--- src/rls_pkg.sv ---
package rls_pkg;

  localparam int LED_DEPTH_DEF = 256;
  localparam int BITS_PER_LED  = 24;
  localparam int COLOR_W       = 24;
  localparam logic [4:0] BIT_TOP = 5'(BITS_PER_LED - 1);

  // action codes
  localparam logic [1:0] ACT_SET_ONE = 2'd0;
  localparam logic [1:0] ACT_SET_ALL = 2'd1;
  localparam logic [1:0] ACT_TRIGGER = 2'd2;
  localparam logic [1:0] ACT_TICK    = 2'd3;

  // register indexes (byte address / 4)
  localparam logic [2:0] REG_LED_COUNT  = 3'd0;
  localparam logic [2:0] REG_PERIOD_TOP = 3'd1;
  localparam logic [2:0] REG_ONE_HIGH   = 3'd2;
  localparam logic [2:0] REG_ZERO_HIGH  = 3'd3;
  localparam logic [2:0] REG_RESET_SLOT = 3'd4;

  localparam logic [8:0] LED_COUNT_RST  = 9'd256;
  localparam logic [5:0] PERIOD_TOP_RST = 6'd29;
  localparam logic [5:0] ONE_HIGH_RST   = 6'd17;
  localparam logic [5:0] ZERO_HIGH_RST  = 6'd9;
  localparam logic [7:0] RESET_SLOT_RST = 8'd42;

  typedef struct packed {
    logic [1:0] action;
    logic [7:0] led_index;
    logic [7:0] red;
    logic [7:0] green;
    logic [7:0] blue;
  } cmd_t;

  typedef struct packed {
    logic line_level;
    logic busy_res;
    logic rejected;
  } res_t;

  // requests from the command decoder to the frame sequencer
  typedef struct packed {
    logic tick;
    logic trigger;
  } frm_req_t;

  // frame sequencer state as seen before the current transfer
  typedef struct packed {
    logic       sending;
    logic       in_data;
    logic [4:0] bit_sel;
    logic [5:0] tick_pos;
  } frm_stat_t;

  function automatic logic [COLOR_W-1:0] pack_grb(input cmd_t c);
    pack_grb = {c.green, c.red, c.blue};
  endfunction

endpackage

--- src/rls_frame_ctl.sv ---
module rls_frame_ctl #(
  parameter int LED_DEPTH = 256,
  parameter int AW        = 8,
  parameter int CW        = 9,
  parameter int SW        = 13
) (
  input  logic                clk,
  input  logic                rst,
  input  logic [CW-1:0]       count,
  input  logic [5:0]          period_top,
  input  logic [7:0]          reset_slots,
  input  rls_pkg::frm_req_t   req,
  output rls_pkg::frm_stat_t  stat,
  output logic [AW-1:0]       rd_addr
);
  import rls_pkg::*;

  localparam logic [AW-1:0] LED_LAST = AW'(LED_DEPTH - 1);

  logic          sending;
  logic [SW-1:0] slot;
  logic [5:0]    tick_pos;
  logic [4:0]    bit_sel;
  logic [AW-1:0] led_ptr;

  logic [SW-1:0] data_slots;
  logic [SW-1:0] total;
  logic [SW-1:0] slot_inc;

  assign data_slots = SW'(count) * SW'(BITS_PER_LED);
  assign total      = data_slots + SW'(reset_slots);
  assign slot_inc   = slot + SW'(1);

  always_ff @(posedge clk) begin
    if (rst) begin
      sending  <= 1'b0;
      slot     <= '0;
      tick_pos <= '0;
      bit_sel  <= BIT_TOP;
      led_ptr  <= '0;
    end else if (req.trigger) begin
      sending  <= 1'b1;
      slot     <= '0;
      tick_pos <= '0;
      bit_sel  <= BIT_TOP;
      led_ptr  <= '0;
    end else if (req.tick && sending) begin
      if (slot >= total) begin
        sending <= 1'b0;
      end else if (tick_pos >= period_top) begin
        tick_pos <= '0;
        slot     <= slot_inc;
        if (bit_sel == 5'd0) begin
          bit_sel <= BIT_TOP;
          // hold at the last memory entry instead of wrapping
          if (led_ptr != LED_LAST) begin
            led_ptr <= led_ptr + AW'(1);
          end
        end else begin
          bit_sel <= bit_sel - 5'd1;
        end
        if (slot_inc >= total) begin
          sending <= 1'b0;
        end
      end else begin
        tick_pos <= tick_pos + 6'd1;
      end
    end
  end

  assign rd_addr       = led_ptr;
  assign stat.sending  = sending;
  assign stat.in_data  = sending && (slot < data_slots);
  assign stat.bit_sel  = bit_sel;
  assign stat.tick_pos = tick_pos;

endmodule

--- config.mk ---
export PLATFORM = sky130hd
export DESIGN_NAME = rls_frame_ctl
export DESIGN_NICKNAME = d
export VERILOG_FILES = /design/src/rls_pkg.sv /design/src/rls_frame_ctl.sv
export SDC_FILE = /design/constraint.sdc
export NUM_CORES = 1
export LEC_CHECK = 0
export BUFFER_PORTS_ARGS = -buffer_cell sky130_fd_sc_hd__buf_2
export CAP_MARGIN = 25
export CORE_UTILIZATION = 50
export DETAILED_ROUTE_END_ITERATION = 8
export GPL_TIMING_DRIVEN = 0
export HOLD_SLACK_MARGIN = 0.06
export PLACE_DENSITY = 0.8
export SYNTH_ARGS = -nofsm -noshare
export SYNTH_HDL_FRONTEND = slang
export SYNTH_SLANG_ARGS = --single-unit
--- constraint.sdc ---
create_clock -name clk -period 6.3 [get_ports clk]
set_input_delay 0.945 -clock clk [delete_from_list [all_inputs] [get_ports clk]]
set_output_delay 0.945 -clock clk [all_outputs]
set_load 0.01 [all_outputs]
==> impl_metrics.env, run 1 <==
export IMPL_status="finished clean"
export IMPL_clock_sinks=33
export IMPL_hold_viol=0
export IMPL_cts_tree="yes"
export IMPL_p_leak_nw=1.73
export IMPL_synth_area_leaders="dfxtp_1 (21%), ha_1 (20%), a21oi_1 (4.8%)"
export IMPL_firstDrtPassIters=4
export IMPL_syn_inst=389
export IMPL_grt_max_degree=11
export IMPL_vias=3002
export IMPL_skew_ns=0.00406
export IMPL_io_buffers=47
export IMPL_whs_ns=0.485
export IMPL_cts_buffers=5
export IMPL_synth_top_area_share_pct=20.5
export IMPL_critPathCaptureType="flop"
export IMPL_power_density_mw_per_mm2=164
export IMPL_cp_max_fo=6
export IMPL_grt_use_total_pct=21.9
export IMPL_hpwlAfterDp_um=5400
export IMPL_antenna_left=0
export IMPL_cts_reportedPaths_clkPinSlew_ns=0.07
export IMPL_start_util_pct=53.1
export IMPL_die_w_um=82.2
export IMPL_fin_crit_sh_pct=84.2
export IMPL_drtIter0Drc=106
export IMPL_drc=0
export IMPL_netlist_top_cell_by_area="dfxtp_1"
export IMPL_final_area_mm2=0.00366
export IMPL_grt_pass1_vias=2736
export IMPL_synth_distinct_cells=64
export IMPL_grt_setup_unrepaired="no"
export IMPL_grtUsageMet3_pct=3.19
export IMPL_cap_violations=0
export IMPL_postSynthAreaPerCell_um2=8.27
export IMPL_viasPerCell=5.78
export IMPL_power_uw=599
export IMPL_cts_max_path_buffers=2
export IMPL_cp_top_family="compound AO/OA/AOI/OAI gates"
export IMPL_busiest_layer="met2"
export IMPL_synth_area_mm2=0.00322
export IMPL_postPlaceCellArea_mm2=0.00355
export IMPL_synth_main_ff_cell="dfxtp_1"
export IMPL_cts_resized=0
export IMPL_dieArea_mm2=0.00676
export IMPL_ir_drop_uv=108
export IMPL_synthToLayoutAreaGrowth_pct=13.8
export IMPL_grt_first_pass_wirelength_um=11700
export IMPL_tightest_slew_ns=0.590
export IMPL_core_mm2=0.00606
export IMPL_routedWlPerCell_um=13.4
export IMPL_holdCritPathClass="reg2reg"
export IMPL_cts_root_buf="clkbuf_8"
export IMPL_io_pins=48
export IMPL_synth_async_reset_ratio_pct=0
export IMPL_setup_tns_ns=0
export IMPL_use_met2_pct=40.0
export IMPL_synth_edf_count=0
export IMPL_crit_buf_inv=3
export IMPL_antenna_found_initial=0
export IMPL_cp_cell_sequence="buf_2 > ha_1 > inv_1 > fa_1 > inv_1 > ha_1 > a211o_1 > o211ai_1 > o2bb2ai_1 > xnor2_1 > ha_1 > a21oi_1 > o21ai_0 > a21oi_1 > o31ai_1 > o31ai_2 > a21oi_1 > a211oi_4 > o211ai_1 > or3b_1 > a21oi_1"
export IMPL_fmax_ghz=0.188
export IMPL_fin_nets=524
export IMPL_drive_above_1_share_pct=17.1
export IMPL_synth_most_common_cell="ha_1"
export IMPL_max_stage_delay_ns=0.52
export IMPL_n_antenna_cell=0
export IMPL_place_inst=511
export IMPL_finalNonFillerCells=519
export IMPL_post_route_min_period_ns=5.31
export IMPL_critPathKind="in2reg"
export IMPL_ctsHoldBuffers=0
export IMPL_insertion_delay_ns=0.28
export IMPL_crit_required_ns=6.51
export IMPL_start_kind="primary input"
export IMPL_rows=28
export IMPL_grt_ovfl_total=0
export IMPL_ys_warn_count=0
export IMPL_nFillCells=557
export IMPL_ys_top_cells_by_count="ha_1 (52), inv_1 (37), dfxtp_1 (33)"
export IMPL_post_cts_buffers=0
export IMPL_seq_area_frac_synth_pct=20.5
export IMPL_wl_um=6940
export IMPL_drv_slew=0
export IMPL_worst_ep_arrival_time_ns=5.52
export IMPL_dieHeight_um=82.2
export IMPL_cp_common_cell="a21oi_1"
export IMPL_htreeDepth=2
export IMPL_max_slew_margin_pct=60.5
export IMPL_syn_nets=470
export IMPL_cp_slowest_cell="fa_1"
export IMPL_met1_usage_pct=26.7
export IMPL_ys_seq_elements=33
export IMPL_gp_congestion=0.779
export IMPL_setup_viol=0
## layout by cell type, fill, tap and decap left out, types with 2 or more instances in the layout
| master | n |
|---|---|
| a211o_1 | 2 |
| a21o_1 | 13 |
| a21oi_1 | 31 |
| a311oi_1 | 2 |
| a31oi_1 | 4 |
| and2_1 | 6 |
| and3_1 | 3 |
| buf_2 | 47 |
| buf_6 | 2 |
| clkbuf_1 | 4 |
| clkbuf_8 | 6 |
| dfxtp_1 | 33 |
| fa_1 | 2 |
| ha_1 | 52 |
| inv_1 | 37 |
| inv_2 | 2 |
| maj3_1 | 2 |
| nand2_1 | 14 |
| nand2b_1 | 6 |
| nand3_1 | 19 |
| nor2_1 | 19 |
| nor2b_1 | 5 |
| nor3_1 | 6 |
| o2111ai_1 | 2 |
| o211ai_1 | 5 |
| o21a_1 | 7 |
| o21ai_0 | 20 |
| o21ai_1 | 2 |
| o22ai_1 | 3 |
| o2bb2ai_1 | 2 |
| o31a_1 | 2 |
| o31ai_1 | 6 |
| o41ai_1 | 3 |
| or2_2 | 4 |
| or3_1 | 15 |
| or3b_1 | 2 |
| or4_1 | 2 |
| xnor2_1 | 15 |
| xor2_1 | 9 |
## logic make-up (layout without fill, tap and decap cells)
logic type	after synthesis	in the layout	synth area share [%]
and+or+nand+nor	110	110	18.5
buffers and inverters	46	101	5.99
DFF	33	33	20.5
AOI/OAI and AO/OA	116	116	24.7
adders and majority gates	57	57	22.4
xor gates and xnor gates	26	26	7.54
muxes	1	1	0.311
## power breakdown
group | total [mW] | internal [mW] | switching (mW) | leakage, nW
logic | 0.181 | 0.0746 | 0.107 | 1.41
registers | 0.210 | 0.209 | 0.000886 | 0.266
clock network | 0.208 | 0.129 | 0.0788 | 0.0585
total | 0.599 | 0.413 | 0.186 | 1.73
## cell type report
class | count | area (µm²) | share of cell area [%]
clock inverters | 1 | 30.0 | 0.820
inverters | 39 | 146 | 4.00
repair buffers | 47 | 235 | 6.42
flip-flops and latches | 33 | 661 | 18.0
clock buffers | 7 | 86.3 | 2.36
plain buffers | 7 | 46.3 | 1.26
multi-input cells | 310 | 2360 | 64.5
well taps | 75 | 93.8 | 2.56
## registers in the layout, summed over array words and instances, names as in the netlist
register  count
bit_sel       5
tick_pos      6
rd_addr       8
sending       1
slot         13
## worst min-delay path: stages, from the launching register on
cell	delay, ns
dfxtp_1	0.33
o41ai_1	0.06
a21oi_1	0.05
## worst paths after layout
kind | from | to | slack (ns) | cells past startpoint
worst max-delay path | count[0] | tick_pos[2] | 0.99 | 21
worst min-delay path | bit_sel[3] | bit_sel[3] | 0.49 | 2
worst max register to register | slot[1] | sending | 2.72 | 14
worst min register to register | bit_sel[3] | bit_sel[3] | 0.49 | 2
## stage by stage
stage / worst slack (ns) / util, %
2_1_floorplan: 1.40 / -
3_3_place_gp: 0.847 / 58.5
3_5_place_dp: 0.718 / 58.5
4_1_cts: 1.02 / 60.4
5_1_grt: 0.685 / 60.4
6_report: 0.994 / 60.4
## per-layer routing
metal | share of wire [%] | wire [µm]
met1 | 46 | 3180
met2 | 51 | 3530
met3 | 2.5 | 174
met4 | 0.74 | 51
met5 | 0 | 0
No activity file was read; power rests on OpenSTA's default activity.
==> inputs of run 2 (changes only) <==
--- a/config.mk
+++ b/config.mk
@@ -5,13 +5,14 @@
 export SDC_FILE = /design/constraint.sdc
 export NUM_CORES = 1
 export LEC_CHECK = 0
+export ABC_AREA = 1
 export BUFFER_PORTS_ARGS = -buffer_cell sky130_fd_sc_hd__buf_2
 export CAP_MARGIN = 25
 export CORE_UTILIZATION = 50
 export DETAILED_ROUTE_END_ITERATION = 8
 export GPL_TIMING_DRIVEN = 0
 export HOLD_SLACK_MARGIN = 0.06
-export PLACE_DENSITY = 0.8
+export PLACE_DENSITY = 0.83
 export SYNTH_ARGS = -nofsm -noshare
 export SYNTH_HDL_FRONTEND = slang
 export SYNTH_SLANG_ARGS = --single-unit
==> constraint.sdc (replaced) <==
create_clock -name clk -period 4.8 [get_ports clk]
set_input_delay 0.72 -clock clk [delete_from_list [all_inputs] [get_ports clk]]
set_output_delay 0.72 -clock clk [all_outputs]
set_load 0.01 [all_outputs]
==> impl_metrics.env, run 2 <==
export IMPL_grt_ovfl_total=0
export IMPL_whs_path_depth=2
export IMPL_drtIter0Drc=110
export IMPL_gp_congestion=0.847
export IMPL_rows=30
export IMPL_vias=3494
export IMPL_max_slew_margin_pct=68.3
export IMPL_skew_ns=0.00427
export IMPL_min_from="bit_sel[4]"
export IMPL_tightest_slew_ns=0.475
export IMPL_synth_top_area_share_pct=18.8
export IMPL_largest_reg_flops=13
export IMPL_synth_area_leaders="dfxtp_1 (19%), ha_1 (19%), nand2_1 (13%)"
export IMPL_wl_um=7640
export IMPL_htreeDepth=2
export IMPL_dieArea_mm2=0.00737
export IMPL_insertion_delay_ns=0.29
export IMPL_syn_inst=526
export IMPL_status="finished clean"
export IMPL_layout_commonest_cell="nand2_1"
export IMPL_cts_tree="yes"
export IMPL_finalNonFillerCells=677
export IMPL_synth_async_reset_ratio_pct=0
export IMPL_worst_ep_arrival_time_ns=4.55
export IMPL_grt_first_pass_wirelength_um=13700
export IMPL_power_density_mw_per_mm2=193
export IMPL_ir_drop_uv=98.0
export IMPL_hpwlAfterDp_um=6230
export IMPL_fin_nets=661
export IMPL_post_route_min_period_ns=4.37
export IMPL_r2r_start="slot[0]"
export IMPL_viasPerCell=5.16
export IMPL_largest_register="slot"
export IMPL_grt_setup_unrepaired="no"
export IMPL_grt_pass1_vias=3390
export IMPL_antenna_left=0
export IMPL_ys_seq_elements=33
export IMPL_cts_resized=0
export IMPL_r2r_end="sending"
export IMPL_synth_main_ff_cell="dfxtp_1"
export IMPL_fin_crit_sh_pct=91.1
export IMPL_drive_above_1_share_pct=14.8
export IMPL_die_w_um=85.8
export IMPL_synthToLayoutAreaGrowth_pct=13.0
export IMPL_netlist_top_cell_by_area="dfxtp_1"
export IMPL_start_kind="primary input"
export IMPL_post_cts_buffers=0
export IMPL_antenna_found_initial=0
export IMPL_cts_buffers=5
export IMPL_syn_nets=607
export IMPL_seq_area_frac_synth_pct=18.8
export IMPL_synth_area_mm2=0.00351
export IMPL_drc=0
export IMPL_crit_required_ns=4.98
export IMPL_routedWlPerCell_um=11.3
export IMPL_place_inst=669
export IMPL_reg2reg_slack_ns=1.78
export IMPL_ys_top_cells_by_count="nand2_1 (126), inv_1 (68), ha_1 (52), nor2_1 (52), nand3_1 (38)"
export IMPL_setup_viol=0
export IMPL_hold_end="bit_sel[4]"
export IMPL_synth_distinct_cells=42
export IMPL_io_pins=48
export IMPL_whs_ns=0.496
export IMPL_cp_max_fo=10
export IMPL_fmax_ghz=0.229
export IMPL_final_util_pct=58.5
export IMPL_cts_root_buf="clkbuf_8"
export IMPL_cap_violations=0
export IMPL_start_util_pct=51.7
export IMPL_cts_reportedPaths_clkPinSlew_ns=0.06
export IMPL_ys_warn_count=0
export IMPL_clock_sinks=33
export IMPL_p_leak_nw=2.14
export IMPL_io_buffers=47
export IMPL_critPathCaptureType="flop"
export IMPL_setup_tns_ns=0
export IMPL_critPathKind="in2reg"
export IMPL_grt_use_total_pct=22.3
export IMPL_r2r_cells=22
export IMPL_dieHeight_um=85.8
export IMPL_postSynthAreaPerCell_um2=6.68
export IMPL_final_cell_mix="nand2_1 (126), inv_1 (68), nor2_1 (52), ha_1 (52), buf_2 (49)"
export IMPL_n_antenna_cell=0
export IMPL_grt_max_degree=11
export IMPL_ctsHoldBuffers=0
export IMPL_cts_max_path_buffers=2
export IMPL_synth_edf_count=0
export IMPL_synth_most_common_cell="nand2_1"
export IMPL_hold_viol=0
export IMPL_drv_slew=0
export IMPL_holdCritPathClass="reg2reg"
export IMPL_power_uw=767
export IMPL_firstDrtPassIters=4
export IMPL_core_mm2=0.00679
-- run 2: critical path, stage by stage --
cell and delay (ns):
buf_2 0.11, ha_1 0.17, inv_1 0.05, fa_1 0.39, xnor2_1 0.22, ha_1 0.31, nand2_1 0.11, inv_1 0.05
nand2_1 0.06, nand2_1 0.07, nor2_1 0.21, nand2_1 0.08, nand2_1 0.11, ha_1 0.27, a21oi_1 0.16, o21ai_0 0.12
nor2_1 0.12, nand2_1 0.08, a21oi_1 0.14, nand2_1 0.09, nand3_2 0.09, nand3_4 0.09, a21oi_4 0.22, nand2_2 0.11
buf_2 0.21, nor2_1 0.12, nor2_1 0.06
-- run 2: logic make-up (layout without fill, tap and decap cells) --
logic type               count (synthesis)  in the layout  share of synthesized area (%)
flip-flops                              33             33                           18.8
AO/OA/AOI/OAI                           65             65                           10.5
AND/OR/NAND/NOR                        270            270                           35.7
adder cells (fa/ha/maj)                 54             54                           19.7
buffers and inverters                   80            135                           9.36
XOR/XNOR                                24             24                           5.98
-- run 2: how the worst max path moves through the flow --
stage | from | to | depth (start not counted)
after floorplan | count[0] | bit_sel[2] | 26
final | count[0] | slot[10] | 27
after detailed placement | count[0] | bit_sel[1] | 27
after global placement | count[0] | bit_sel[2] | 27
after global routing | count[0] | bit_sel[0] | 27
after CTS | count[0] | bit_sel[1] | 27
-- run 2: routing by layer --
layer	global-route usage, %	wire [µm]	vias to the layer above	share of wire [%]
li1	-	-	1847	-
met1	26.7	3600	1592	47
met2	42.0	3770	44	49
met3	2.41	177	11	2.3
met4	6.06	98	0	1.3
met5	0	0	-	0
-- run 2: power by group --
| part | switching [mW] | internal, mW |
|---|---|---|
| clock | 0.100 | 0.129 |
| combinational | 0.162 | 0.0983 |
| sequential | 0.00193 | 0.275 |
-- run 2: stage by stage --
stage | instance area, µm² | setup slack, ns
final | 3970 | 0.429
after floorplan | 3510 | 0.817
after CTS | 3970 | 0.476
after global routing | 3970 | 0.132
after global placement | 3870 | 0.263
after detailed placement | 3870 | 0.211
-- run 2: layout make-up --
cell class	instances	area [µm²]
flip-flops and latches	33	661
clock inverters	1	5.00
repair buffers	47	235
clock buffers	7	96.3
multi-input cells	413	2520
fillers	640	2820
plain buffers	8	58.8
inverters	72	270
well taps	96	120
